<file path="config.mk">
export PLATFORM = sky130hd
export DESIGN_NAME = heater_pi_onoff_controller
export DESIGN_NICKNAME = d
export VERILOG_FILES = /design/src/hdl/hpi_pkg.sv /design/src/hdl/hpi_pi_unit.sv /design/src/hdl/heater_pi_onoff_controller.sv
export SDC_FILE = /design/constraint.sdc
export NUM_CORES = 1
export LEC_CHECK = 0
export BUFFER_PORTS_ARGS = -buffer_cell sky130_fd_sc_hd__buf_2
export CAP_MARGIN = 40
export CORE_ASPECT_RATIO = 1.75
export CORE_MARGIN = 1.5
export CORE_UTILIZATION = 35
export DETAILED_ROUTE_END_ITERATION = 10
export PLACE_DENSITY = 0.56
export SETUP_SLACK_MARGIN = 0.1
export SLEW_MARGIN = 25
export SYNTH_ARGS = -nofsm -noshare
export SYNTH_HDL_FRONTEND = slang
export SYNTH_SLANG_ARGS = --single-unit
</file>
<file path="constraint.sdc">
create_clock -name clk -period 8.7 [get_ports clk]
set_input_delay 0.435 -clock clk [delete_from_list [all_inputs] [get_ports clk]]
set_output_delay 0.435 -clock clk [all_outputs]
set_load 0.1 [all_outputs]
</file>
<file path="src/hdl/hpi_pkg.sv">
package hpi_pkg;

  // Field widths
  localparam int TEMP_W = 10;
  localparam int POT_W  = 12;
  localparam int REF_W  = 8;
  localparam int DUTY_W = 16;
  localparam int LED_W  = 2;
  localparam int ERR_W  = 12;
  localparam int PEAK_W = 10;

  // Fixed-point format of the PI law
  localparam int ACC_WIDTH      = 48;
  localparam int COEF_FRAC_BITS = 24;

  localparam longint K1_VAL =
    (64'd1331353 * (64'd1 << COEF_FRAC_BITS) + 64'd5000000) / 64'd10000000;
  localparam longint K2_VAL =
    (64'd1327 * (64'd1 << COEF_FRAC_BITS) + 64'd5000) / 64'd10000;
  localparam longint FULL_SCALE =
    (64'd359465 * (64'd1 << (COEF_FRAC_BITS + 2)) + 64'd50000) / 64'd100000;

  // Both gains stay below 2^(F-2), so the weighted error sum fits F+ERR_W signed bits
  localparam int PROD_W = COEF_FRAC_BITS + ERR_W;
  localparam int D_W    = $clog2(FULL_SCALE + 1);
  localparam int REM_W  = D_W + 2;
  localparam int CNT_W  = $clog2(DUTY_W);

  localparam logic signed [PROD_W-1:0] K1_P = PROD_W'(K1_VAL);
  localparam logic signed [PROD_W-1:0] K2_P = PROD_W'(K2_VAL);

  // Configuration register indexes
  localparam int CFG_IDX_W = 3;
  localparam int CFG_DATA_W = 16;
  localparam logic [CFG_IDX_W-1:0] CFG_MODE      = 3'd0;
  localparam logic [CFG_IDX_W-1:0] CFG_PWM_TOP   = 3'd1;
  localparam logic [CFG_IDX_W-1:0] CFG_POT_LOW   = 3'd2;
  localparam logic [CFG_IDX_W-1:0] CFG_POT_HIGH  = 3'd3;
  localparam logic [CFG_IDX_W-1:0] CFG_REF_LOW   = 3'd4;
  localparam logic [CFG_IDX_W-1:0] CFG_REF_MID   = 3'd5;
  localparam logic [CFG_IDX_W-1:0] CFG_REF_HIGH  = 3'd6;

  // Item kinds and control modes
  localparam logic KIND_SAMPLE = 1'b0;
  localparam logic KIND_BUTTON = 1'b1;
  localparam logic MODE_ONOFF  = 1'b0;
  localparam logic MODE_PI     = 1'b1;

  // LED codes
  localparam logic [LED_W-1:0] REF_LED_NONE = 2'd0;
  localparam logic [LED_W-1:0] REF_LED_LOW  = 2'd1;
  localparam logic [LED_W-1:0] REF_LED_MID  = 2'd2;
  localparam logic [LED_W-1:0] REF_LED_HIGH = 2'd3;
  localparam logic [LED_W-1:0] OV_LED_NONE  = 2'd0;
  localparam logic [LED_W-1:0] OV_LED_SMALL = 2'd1;
  localparam logic [LED_W-1:0] OV_LED_MID   = 2'd2;
  localparam logic [LED_W-1:0] OV_LED_BIG   = 2'd3;

  typedef enum logic [1:0] {
    ST_IDLE,
    ST_PI,
    ST_TRACK
  } ctl_state_t;

  typedef enum logic [2:0] {
    PU_IDLE,
    PU_MUL,
    PU_ACC,
    PU_CHK,
    PU_DIV,
    PU_DONE
  } pu_state_t;

  typedef struct packed {
    logic                    start;
    logic signed [ERR_W-1:0] err;
    logic [DUTY_W-1:0]       top;
  } pi_req_t;

  typedef struct packed {
    logic              done;
    logic              heater;
    logic [DUTY_W-1:0] duty;
  } pi_rsp_t;

endpackage

</file>
<file path="src/hdl/hpi_pi_unit.sv">
module hpi_pi_unit
  import hpi_pkg::*;
(
  input  logic    clk,
  input  logic    rst_n,
  input  pi_req_t req,
  output pi_rsp_t rsp
);

  pu_state_t state_r, state_nxt;

  logic [CNT_W-1:0]            cnt_r, cnt_nxt;
  logic [ERR_W-1:0]            e_sh_r, e_sh_nxt;
  logic [ERR_W-1:0]            ep_sh_r, ep_sh_nxt;
  logic signed [PROD_W-1:0]    prod_r, prod_nxt;
  logic signed [ACC_WIDTH-1:0] acc_r, acc_nxt;
  logic signed [ERR_W-1:0]     perr_r, perr_nxt;
  logic [D_W-1:0]              a_r, a_nxt;
  logic [D_W-1:0]              rem_r, rem_nxt;
  logic [DUTY_W-1:0]           q_r, q_nxt;
  logic [DUTY_W-1:0]           t_sh_r, t_sh_nxt;
  logic [DUTY_W-1:0]           duty_r, duty_nxt;
  logic                        heater_r, heater_nxt;

  localparam logic [REM_W-1:0] D1_P = REM_W'(FULL_SCALE);
  localparam logic [REM_W-1:0] D2_P = REM_W'(FULL_SCALE * 2);

  logic                        msb_step;
  logic signed [PROD_W-1:0]    add1, add2;
  logic signed [ACC_WIDTH:0]   acc_sum;
  logic [REM_W-1:0]            part, part_sub;
  logic [1:0]                  qdig;
  logic                        cnt_last;

  assign cnt_last = (cnt_r == '0);

  // Next state
  always_comb begin
    state_nxt = state_r;
    case (state_r)
      PU_IDLE: if (req.start) state_nxt = PU_MUL;
      PU_MUL:  if (cnt_last) state_nxt = PU_ACC;
      PU_ACC:  state_nxt = PU_CHK;
      PU_CHK: begin
        if (acc_r[ACC_WIDTH-1] || (acc_r >= ACC_WIDTH'(FULL_SCALE))) begin
          state_nxt = PU_DONE;
        end else begin
          state_nxt = PU_DIV;
        end
      end
      PU_DIV:  if (cnt_last) state_nxt = PU_DONE;
      PU_DONE: state_nxt = PU_IDLE;
      default: state_nxt = PU_IDLE;
    endcase
  end

  // Outputs
  always_comb begin
    rsp.done   = (state_r == PU_DONE);
    rsp.heater = heater_r;
    rsp.duty   = duty_r;
  end

  // Serial product step: one bit of each error per cycle, MSB first,
  // the sign bit carrying negative weight
  always_comb begin
    msb_step = (cnt_r == CNT_W'(ERR_W - 1));
    add1 = '0;
    add2 = '0;
    if (e_sh_r[ERR_W-1]) add1 = msb_step ? -K1_P : K1_P;
    if (ep_sh_r[ERR_W-1]) add2 = msb_step ? K2_P : -K2_P;
  end

  assign acc_sum = {acc_r[ACC_WIDTH-1], acc_r}
                 + {{(ACC_WIDTH + 1 - PROD_W){prod_r[PROD_W-1]}}, prod_r};

  // Division step: accumulate one bit of pwm_top times acc, reduce modulo D
  always_comb begin
    part = {1'b0, rem_r, 1'b0} + (t_sh_r[DUTY_W-1] ? {2'b00, a_r} : REM_W'(0));
    if (part >= D2_P) begin
      part_sub = part - D2_P;
      qdig     = 2'd2;
    end else if (part >= D1_P) begin
      part_sub = part - D1_P;
      qdig     = 2'd1;
    end else begin
      part_sub = part;
      qdig     = 2'd0;
    end
  end

  // Datapath
  always_comb begin
    cnt_nxt    = cnt_r;
    e_sh_nxt   = e_sh_r;
    ep_sh_nxt  = ep_sh_r;
    prod_nxt   = prod_r;
    acc_nxt    = acc_r;
    perr_nxt   = perr_r;
    a_nxt      = a_r;
    rem_nxt    = rem_r;
    q_nxt      = q_r;
    t_sh_nxt   = t_sh_r;
    duty_nxt   = duty_r;
    heater_nxt = heater_r;
    case (state_r)
      PU_IDLE: begin
        if (req.start) begin
          e_sh_nxt  = req.err;
          ep_sh_nxt = perr_r;
          perr_nxt  = req.err;
          prod_nxt  = '0;
          t_sh_nxt  = req.top;
          cnt_nxt   = CNT_W'(ERR_W - 1);
        end
      end
      PU_MUL: begin
        prod_nxt  = (prod_r <<< 1) + add1 + add2;
        e_sh_nxt  = e_sh_r << 1;
        ep_sh_nxt = ep_sh_r << 1;
        cnt_nxt   = cnt_r - 1'b1;
      end
      PU_ACC: begin
        // saturate on signed overflow
        if (acc_sum[ACC_WIDTH] != acc_sum[ACC_WIDTH-1]) begin
          acc_nxt = acc_sum[ACC_WIDTH] ? {1'b1, {(ACC_WIDTH-1){1'b0}}}
                                       : {1'b0, {(ACC_WIDTH-1){1'b1}}};
        end else begin
          acc_nxt = acc_sum[ACC_WIDTH-1:0];
        end
      end
      PU_CHK: begin
        if (acc_r[ACC_WIDTH-1]) begin
          duty_nxt   = '0;
          heater_nxt = 1'b0;
        end else begin
          heater_nxt = 1'b1;
          duty_nxt   = t_sh_r;
          a_nxt      = acc_r[D_W-1:0];
          rem_nxt    = '0;
          q_nxt      = '0;
          cnt_nxt    = CNT_W'(DUTY_W - 1);
        end
      end
      PU_DIV: begin
        rem_nxt  = part_sub[D_W-1:0];
        q_nxt    = (q_r << 1) + DUTY_W'(qdig);
        t_sh_nxt = t_sh_r << 1;
        cnt_nxt  = cnt_r - 1'b1;
        if (cnt_last) duty_nxt = q_nxt;
      end
      PU_DONE: begin
      end
      default: begin
      end
    endcase
  end

  always_ff @(posedge clk) begin
    if (!rst_n) begin
      state_r  <= PU_IDLE;
      acc_r    <= '0;
      perr_r   <= '0;
      duty_r   <= '0;
      heater_r <= 1'b0;
    end else begin
      state_r  <= state_nxt;
      acc_r    <= acc_nxt;
      perr_r   <= perr_nxt;
      duty_r   <= duty_nxt;
      heater_r <= heater_nxt;
    end
  end

  always_ff @(posedge clk) begin
    cnt_r   <= cnt_nxt;
    e_sh_r  <= e_sh_nxt;
    ep_sh_r <= ep_sh_nxt;
    prod_r  <= prod_nxt;
    a_r     <= a_nxt;
    rem_r   <= rem_nxt;
    q_r     <= q_nxt;
    t_sh_r  <= t_sh_nxt;
  end

endmodule

</file>
<file path="src/hdl/heater_pi_onoff_controller.sv">
// Button items and on/off samples go from acceptance straight to the result load;
// PI samples pass 12 product steps, accumulate, range check, 16 divide steps,
// hand-off and result load, and skip the divide steps when the range check
// settles the duty alone. No new item is taken until the last result is loaded;
// a held result stalls the input until it is taken.
// Reset (rst_n low at a clock edge): state, configuration and status registers return to their defaults.
module heater_pi_onoff_controller
  import hpi_pkg::*;
(
  input  logic                  clk,
  input  logic                  rst_n,
  input  logic                  in_tvalid,
  output logic                  in_tready,
  input  logic [23:0]           in_tdata,   // sample_code[9:0], pot_value[21:10], zero pad
  input  logic                  in_tuser,   // kind
  output logic                  out_tvalid,
  input  logic                  out_tready,
  output logic [39:0]           out_tdata,  // pwm_duty[15:0], heater_on[16], ref_led[18:17],
                                            // peak_grade[20:19], overshoot_peak[30:21],
                                            // reference[38:31], zero pad
  input  logic                  cfg_we,
  input  logic [CFG_IDX_W-1:0]  cfg_index,
  input  logic [CFG_DATA_W-1:0] cfg_wdata
);

  ctl_state_t state_r, state_nxt;

  logic              mode_r;
  logic [DUTY_W-1:0] pwm_top_r;
  logic [POT_W-1:0]  pot_low_r, pot_high_r;
  logic [REF_W-1:0]  ref_low_r, ref_mid_r, ref_high_r;

  logic [REF_W-1:0]  ref_r, ref_nxt;
  logic [LED_W-1:0]  ref_led_r, ref_led_nxt;
  logic [TEMP_W-1:0] last_temp_r, last_temp_nxt;
  logic [PEAK_W-1:0] peak_r, peak_nxt;
  logic [DUTY_W-1:0] duty_r, duty_nxt;
  logic              heater_r, heater_nxt;
  logic              out_tvalid_r;
  logic [39:0]       out_data_r;

  logic              accept, out_free, load_out;
  logic [TEMP_W-1:0] in_code;
  logic [POT_W-1:0]  in_pot;
  logic [TEMP_W-1:0] ref4;
  logic [TEMP_W-1:0] excess;
  logic [PEAK_W-1:0] peak_trk;
  logic [14:0]       peak25, peak5;
  logic [REF_W:0]    ref2;
  logic [LED_W-1:0]  ov_grade;

  pi_req_t pi_req;
  pi_rsp_t pi_rsp;

  assign in_code  = in_tdata[TEMP_W-1:0];
  assign in_pot   = in_tdata[TEMP_W +: POT_W];
  assign accept   = in_tvalid && in_tready;
  assign out_free = !out_tvalid_r || out_tready;
  assign ref4     = {ref_r, 2'b00};

  hpi_pi_unit u_pi (
    .clk   (clk),
    .rst_n (rst_n),
    .req   (pi_req),
    .rsp   (pi_rsp)
  );

  // Next state
  always_comb begin
    state_nxt = state_r;
    case (state_r)
      ST_IDLE: begin
        if (accept) begin
          if (in_tuser == KIND_SAMPLE && mode_r == MODE_PI) begin
            state_nxt = ST_PI;
          end else begin
            state_nxt = ST_TRACK;
          end
        end
      end
      ST_PI:    if (pi_rsp.done) state_nxt = ST_TRACK;
      ST_TRACK: if (out_free) state_nxt = ST_IDLE;
      default:  state_nxt = ST_IDLE;
    endcase
  end

  // Control outputs
  always_comb begin
    in_tready    = (state_r == ST_IDLE);
    load_out     = (state_r == ST_TRACK) && out_free;
    pi_req.start = accept && (in_tuser == KIND_SAMPLE) && (mode_r == MODE_PI);
    pi_req.err   = ERR_W'({2'b00, ref4}) - ERR_W'({2'b00, in_code});
    pi_req.top   = pwm_top_r;
  end

  // Peak tracking and grading against 2% and 10% of the reference
  always_comb begin
    excess   = last_temp_r - ref4;
    peak_trk = peak_r;
    if (last_temp_r >= ref4 && excess > peak_r) peak_trk = excess;
    peak25 = ({5'b0, peak_trk} << 4) + ({5'b0, peak_trk} << 3) + {5'b0, peak_trk};
    peak5  = ({5'b0, peak_trk} << 2) + {5'b0, peak_trk};
    ref2   = {ref_r, 1'b0};
    if (peak_trk == '0) begin
      ov_grade = OV_LED_NONE;
    end else if (peak25 <= 15'(ref2)) begin
      ov_grade = OV_LED_SMALL;
    end else if (peak5 <= 15'(ref2)) begin
      ov_grade = OV_LED_MID;
    end else begin
      ov_grade = OV_LED_BIG;
    end
  end

  // Item state
  always_comb begin
    ref_nxt       = ref_r;
    ref_led_nxt   = ref_led_r;
    last_temp_nxt = last_temp_r;
    peak_nxt      = peak_r;
    duty_nxt      = duty_r;
    heater_nxt    = heater_r;
    if (accept) begin
      if (in_tuser == KIND_BUTTON) begin
        peak_nxt = '0;
        if (in_pot <= pot_low_r) begin
          ref_nxt     = ref_low_r;
          ref_led_nxt = REF_LED_LOW;
        end else if (in_pot <= pot_high_r) begin
          ref_nxt     = ref_mid_r;
          ref_led_nxt = REF_LED_MID;
        end else begin
          ref_nxt     = ref_high_r;
          ref_led_nxt = REF_LED_HIGH;
        end
      end else begin
        last_temp_nxt = in_code;
        if (mode_r == MODE_ONOFF) begin
          if (in_code < ref4) begin
            duty_nxt   = pwm_top_r;
            heater_nxt = 1'b1;
          end else begin
            duty_nxt   = '0;
            heater_nxt = 1'b0;
          end
        end
      end
    end
    if (state_r == ST_PI && pi_rsp.done) begin
      duty_nxt   = pi_rsp.duty;
      heater_nxt = pi_rsp.heater;
    end
    if (load_out) peak_nxt = peak_trk;
  end

  always_ff @(posedge clk) begin
    if (!rst_n) begin
      state_r      <= ST_IDLE;
      mode_r       <= MODE_ONOFF;
      pwm_top_r    <= 16'd35999;
      pot_low_r    <= 12'd1365;
      pot_high_r   <= 12'd2375;
      ref_low_r    <= 8'd30;
      ref_mid_r    <= 8'd40;
      ref_high_r   <= 8'd45;
      ref_r        <= 8'd33;
      ref_led_r    <= REF_LED_NONE;
      last_temp_r  <= '0;
      peak_r       <= '0;
      duty_r       <= '0;
      heater_r     <= 1'b0;
      out_tvalid_r <= 1'b0;
    end else begin
      state_r     <= state_nxt;
      ref_r       <= ref_nxt;
      ref_led_r   <= ref_led_nxt;
      last_temp_r <= last_temp_nxt;
      peak_r      <= peak_nxt;
      duty_r      <= duty_nxt;
      heater_r    <= heater_nxt;
      if (load_out) begin
        out_tvalid_r <= 1'b1;
      end else if (out_tready) begin
        out_tvalid_r <= 1'b0;
      end
      if (cfg_we) begin
        case (cfg_index)
          CFG_MODE:     mode_r     <= cfg_wdata[0];
          CFG_PWM_TOP:  pwm_top_r  <= cfg_wdata[DUTY_W-1:0];
          CFG_POT_LOW:  pot_low_r  <= cfg_wdata[POT_W-1:0];
          CFG_POT_HIGH: pot_high_r <= cfg_wdata[POT_W-1:0];
          CFG_REF_LOW:  ref_low_r  <= cfg_wdata[REF_W-1:0];
          CFG_REF_MID:  ref_mid_r  <= cfg_wdata[REF_W-1:0];
          CFG_REF_HIGH: ref_high_r <= cfg_wdata[REF_W-1:0];
          default: begin
          end
        endcase
      end
    end
  end

  // Result register
  always_ff @(posedge clk) begin
    if (load_out) begin
      out_data_r <= {1'b0, ref_r, peak_trk, ov_grade, ref_led_r, heater_r, duty_r};
    end
  end

  assign out_tvalid = out_tvalid_r;
  assign out_tdata  = out_data_r;

endmodule

</file>
==> run_summary.xml <==
<?xml version="1.0" encoding="UTF-8"?>
<metrics>
  <group name="outcome">
    <metric name="run_status" unit="">finished clean</metric>
  </group>
  <group name="floorplan">
    <metric name="start_util" unit="%">35.3</metric>
    <metric name="fp.dieW" unit="um">207</metric>
    <metric name="floorplan.die_area" unit="mm^2">0.0743</metric>
    <metric name="die_h" unit="um">359</metric>
    <metric name="floorplan.core_area" unit="mm^2">0.0719</metric>
    <metric name="placement_row_count" unit="">130</metric>
    <metric name="pin_count" unit="">91</metric>
  </group>
  <group name="sta">
    <metric name="tightest_pin_transition" unit="ns">0.943</metric>
    <metric name="report.final.hold_viol_count" unit="">0</metric>
    <metric name="count_of_final_max_slew_check_failures" unit="">0</metric>
    <metric name="min_period_over_period" unit="%">82.0</metric>
    <metric name="final_period_minus_worst_setup_slack" unit="ns">7.13</metric>
    <metric name="timing.clock.skew" unit="ns">0.0220</metric>
    <metric name="max_clock_freq" unit="GHz">0.140</metric>
    <metric name="maxSlewHeadroom" unit="%">37.1</metric>
    <metric name="finalSetupViolations" unit="">0</metric>
    <metric name="totalNegativeSetupSlack" unit="ns">0</metric>
    <metric name="grt_setup_unrepaired" unit="">false</metric>
  </group>
  <group name="logic_synthesis">
    <metric name="postSynthAreaPerCell" unit="um^2">8.83</metric>
    <metric name="synth_top_family_by_area" unit="">compound AO/OA/AOI/OAI gates</metric>
    <metric name="dominantRegCellSynth" unit="">sky130_fd_sc_hd__dfxtp_1</metric>
    <metric name="synth_largest_type_area_fraction" unit="%">22.5</metric>
    <metric name="post_synth_fa_ha_maj_area_fraction" unit="%">12.9</metric>
    <metric name="synth_simple_gate_area_share" unit="%">16.5</metric>
    <metric name="yosys.area.top_type" unit="">sky130_fd_sc_hd__edfxtp_1</metric>
    <metric name="synth.distinct_cells" unit="">87</metric>
    <metric name="number_of_synthesized_flops_with_an_enable_pin" unit="">190</metric>
    <metric name="synthesis.yosys.warnings" unit="">0</metric>
    <metric name="synth_area" unit="mm^2">0.0254</metric>
    <metric name="synth-compound-area-share" unit="%">22.2</metric>
    <metric name="post_synth_main_area_contributors" unit="">sky130_fd_sc_hd__edfxtp_1 22%, sky130_fd_sc_hd__dfxtp_1 15%, sky130_fd_sc_hd__ha_1 11%, sky130_fd_sc_hd__nand2_1 5.6%, sky130_fd_sc_hd__a21oi_1 5.1%</metric>
    <metric name="netlist_instances" unit="">2876</metric>
    <metric name="synth.mux.area_fraction" unit="%">1.20</metric>
    <metric name="synth_fp_nets" unit="">3172</metric>
    <metric name="ys_async_sr_fraction" unit="%">0</metric>
    <metric name="synth.yosys.seq_area_share" unit="%">37.7</metric>
    <metric name="synth_xor_xnor_area_share" unit="%">5.27</metric>
    <metric name="synth.ff_latch_count" unit="">384</metric>
  </group>
  <group name="worst_setup_path">
    <metric name="critical_path.most_common_cell" unit="">sky130_fd_sc_hd__ha_1</metric>
    <metric name="cp-start-kind" unit="">flop</metric>
    <metric name="worstPathArrival" unit="ns">7.55</metric>
    <metric name="slowest_delay" unit="ns">0.41</metric>
    <metric name="worst_ep_required_time" unit="ns">9.11</metric>
    <metric name="critPathCaptureType" unit="">flop</metric>
    <metric name="crit_path_top_delay_cell" unit="">sky130_fd_sc_hd__fa_1</metric>
    <metric name="timing_worst_setup_path_type" unit="">reg2reg</metric>
    <metric name="path_max_fanout" unit="">22</metric>
  </group>
  <group name="clock_network">
    <metric name="number_of_buffers_created_by_cts" unit="">40</metric>
    <metric name="clkTransAtPathRegs" unit="ns">0.07</metric>
    <metric name="clock_latency_late_sink" unit="ns">0.57</metric>
    <metric name="cts_resized" unit="">0</metric>
    <metric name="clock_tree.htree_level_count" unit="">2</metric>
    <metric name="post-cts-setup-buffers" unit="">0</metric>
    <metric name="clock_tree_from_tritoncts" unit="">yes</metric>
    <metric name="cts.sink_count" unit="">384</metric>
    <metric name="clock_path_buffers" unit="">3</metric>
    <metric name="cts_hold_buffers" unit="">0</metric>
    <metric name="clock-root-buffer" unit="">sky130_fd_sc_hd__clkbuf_16</metric>
  </group>
  <group name="route">
    <metric name="detail_route.wl_per_cell" unit="um">17.9</metric>
    <metric name="antenna_violating_nets_post_route" unit="">0</metric>
    <metric name="drc" unit="">0</metric>
    <metric name="route.detailed.vias_per_inst" unit="">5.41</metric>
    <metric name="drt-total-wl" unit="um">69000</metric>
    <metric name="detail_route.first_pass.iterations" unit="">8</metric>
    <metric name="drtIter0Drc" unit="">989</metric>
    <metric name="detailroute.via_count" unit="">20877</metric>
  </group>
  <group name="finish">
    <metric name="sequential_cell_area" unit="mm^2">0.00959</metric>
    <metric name="area_growth" unit="%">11.7</metric>
    <metric name="num-nets-final" unit="">3202</metric>
    <metric name="nFillCells" unit="">7265</metric>
    <metric name="drive_gt1_share" unit="%">7.93</metric>
    <metric name="combined_area_of_the_multi_input_logic_cells" unit="mm^2">0.0148</metric>
    <metric name="finalInstanceArea" unit="mm^2">0.0284</metric>
    <metric name="diodes" unit="">0</metric>
  </group>
  <group name="global_routing">
    <metric name="grt.overflow.total" unit="">0</metric>
    <metric name="grt_first_pass_wirelength" unit="um">111000</metric>
    <metric name="grt_pass1_vias" unit="">21190</metric>
    <metric name="grt_antenna_before_repair" unit="">0</metric>
    <metric name="grt_usage" unit="%">18.6</metric>
    <metric name="grt_start_max_net_pins" unit="">89</metric>
  </group>
  <group name="run">
    <metric name="max_cap_viol_count" unit="">0</metric>
  </group>
  <group name="placed_design">
    <metric name="postPlaceCellArea" unit="mm^2">0.0268</metric>
    <metric name="half_perimeter_wire_length_after_detailed_placement" unit="um">52000</metric>
    <metric name="port_buffers" unit="">87</metric>
    <metric name="globalplace.congestion" unit="">0.873</metric>
  </group>
  <group name="pwr">
    <metric name="peakVddDrop" unit="uV">112</metric>
    <metric name="p_switching" unit="mW">1.23</metric>
    <metric name="clkPwrFrac" unit="%">42.8</metric>
    <metric name="leakage" unit="nW">11.9</metric>
    <metric name="p_int" unit="mW">3.33</metric>
    <metric name="share_comb_of_total_power" unit="%">14.5</metric>
    <metric name="net_switching_fraction_of_the_power" unit="%">27.0</metric>
    <metric name="power_density" unit="mW/mm^2">161</metric>
    <metric name="sequential_share_of_power" unit="%">42.6</metric>
  </group>
  <group name="min_path">
    <metric name="worstHoldPathType" unit="">in2reg</metric>
  </group>
</metrics>
[kinds of logic (layout without fill, tap and decap cells)]
logic type	after synthesis	in the layout
AND/OR/NAND/NOR	899	899
AO/OA/AOI/OAI	877	877
flip-flops	384	384
buffers and inverters	280	342
adder cells (fa/ha/maj)	252	252
XOR/XNOR	153	153
multiplexers	30	30
other	1	1
[area by class of cell]
type | count | area share, %
repair buffers | 125 | 2.72
clock inverters | 27 | 1.33
inverters | 143 | 1.89
clock buffers | 47 | 3.88
multi-input cells | 2212 | 52.3
flip-flops and latches | 384 | 33.8
well taps | 924 | 4.07
[path summary, 6_finish.rpt]
kind	start	endpoint	slack, ns	cells past startpoint
max reg2reg	ref_r[1]	out_tdata[19]	1.57	29
min reg2reg	ref_led_r[0]	out_tdata[17]	0.44	0
max	ref_r[1]	out_tdata[19]	1.57	29
min	cfg_wdata[15]	pwm_top_r[15]	0.09	3
[flip-flops by register name, indices dropped and copies added (netlist names), 10 cells and up]
| register | cells |
|---|---|
| u_pi.q_r | 15 |
| u_pi.a_r | 28 |
| u_pi.t_sh_r | 16 |
| pot_high_r | 12 |
| u_pi.prod_r | 36 |
| u_pi.ep_sh_r | 12 |
| u_pi.acc_r | 48 |
| out_tdata | 39 |
| pwm_top_r | 16 |
| u_pi.rem_r | 28 |
| last_temp_r | 10 |
| pot_low_r | 12 |
| u_pi.duty_r | 16 |
| u_pi.e_sh_r | 12 |
| duty_r | 16 |
| peak_r | 10 |
| u_pi.perr_r | 11 |
[worst max-delay path, delay by kind of cell (launching register included)]
| family | cells | cell delay (ns) |
|---|---|---|
| buf+inv | 3 | 0.67 |
| compound gates | 12 | 2.55 |
| simple gates | 4 | 0.63 |
| xor+xnor | 2 | 0.29 |
| flops | 1 | 0.38 |
| fa+ha+maj | 7 | 2.11 |
| mux | 1 | 0.32 |
[cells in the final DEF, fill, tap and decap left out, types with 48 or more instances in the layout]
master,synthesis,final
sky130_fd_sc_hd__a21boi_0,59,59
sky130_fd_sc_hd__edfxtp_1,190,190
sky130_fd_sc_hd__nor2_1,158,155
sky130_fd_sc_hd__a21o_1,88,88
sky130_fd_sc_hd__buf_2,4,87
sky130_fd_sc_hd__a21oi_1,261,260
sky130_fd_sc_hd__nand3_1,79,79
sky130_fd_sc_hd__inv_1,142,142
sky130_fd_sc_hd__xor2_1,68,68
sky130_fd_sc_hd__nand2_1,380,378
sky130_fd_sc_hd__and2_1,64,64
sky130_fd_sc_hd__o21ai_0,202,201
sky130_fd_sc_hd__nor2b_1,49,48
sky130_fd_sc_hd__xnor2_1,85,84
sky130_fd_sc_hd__ha_1,230,230
sky130_fd_sc_hd__dfxtp_1,194,194
[power groups by stage]
stage,Sequential (mW),Combinational [mW],Clock [mW]
after floorplan,2.06,0.414,0
after global placement,1.98,0.649,0
after detailed placement,1.98,0.658,0
after CTS,1.94,0.663,2.01
after global routing,1.95,0.737,2.06
final,1.94,0.663,1.95
[cell usage after synthesis, types with 8 or more instances]
cell,number
sky130_fd_sc_hd__a211oi_1,16
sky130_fd_sc_hd__a21boi_0,59
sky130_fd_sc_hd__a21o_1,88
sky130_fd_sc_hd__a21oi_1,261
sky130_fd_sc_hd__a221oi_1,8
sky130_fd_sc_hd__a222oi_1,16
sky130_fd_sc_hd__a31oi_1,19
sky130_fd_sc_hd__a32oi_1,10
sky130_fd_sc_hd__and2_1,64
sky130_fd_sc_hd__and3_1,26
sky130_fd_sc_hd__clkbuf_1,125
sky130_fd_sc_hd__dfxtp_1,194
sky130_fd_sc_hd__edfxtp_1,190
sky130_fd_sc_hd__fa_1,17
sky130_fd_sc_hd__ha_1,230
sky130_fd_sc_hd__inv_1,142
sky130_fd_sc_hd__mux2i_1,27
sky130_fd_sc_hd__nand2_1,380
sky130_fd_sc_hd__nand2b_1,31
sky130_fd_sc_hd__nand3_1,79
sky130_fd_sc_hd__nand4_1,24
sky130_fd_sc_hd__nor2_1,158
sky130_fd_sc_hd__nor2b_1,49
sky130_fd_sc_hd__nor3_1,30
sky130_fd_sc_hd__nor3b_1,10
sky130_fd_sc_hd__nor4_1,10
sky130_fd_sc_hd__o211ai_1,29
sky130_fd_sc_hd__o21a_1,41
sky130_fd_sc_hd__o21ai_0,202
sky130_fd_sc_hd__o21bai_1,27
sky130_fd_sc_hd__o31ai_1,10
sky130_fd_sc_hd__or3_1,12
sky130_fd_sc_hd__xnor2_1,85
sky130_fd_sc_hd__xor2_1,68
[per-stage QoR]
| step | hold WS, ns | std cells | setup WS (ns) | total power [mW] | utilization [%] |
|---|---|---|---|---|---|
| final | 0.0881 | 3862 | 1.57 | 4.56 | 39.5 |
| after global routing | 0.0845 | 3862 | 1.00 | 4.75 | 39.5 |
| after CTS | 0.0475 | 3859 | 1.58 | 4.62 | 39.4 |
| after detailed placement | 0.417 | 3785 | 1.62 | 2.64 | 37.3 |
| after floorplan | 0.403 | 2876 | 1.79 | 2.47 | - |
| after global placement | 0.410 | 3779 | 1.77 | 2.63 | 37.2 |
[per-layer routing]
metal	part of all wire, %	up-vias	GRT usage (%)
met5	0	-	0
met4	4.1	0	7.89
met3	2.9	137	1.79
met2	55	386	36.2
met1	38	9922	19.7
li1	-	10432	-
Note: power is estimated with default switching activity, not from simulation.
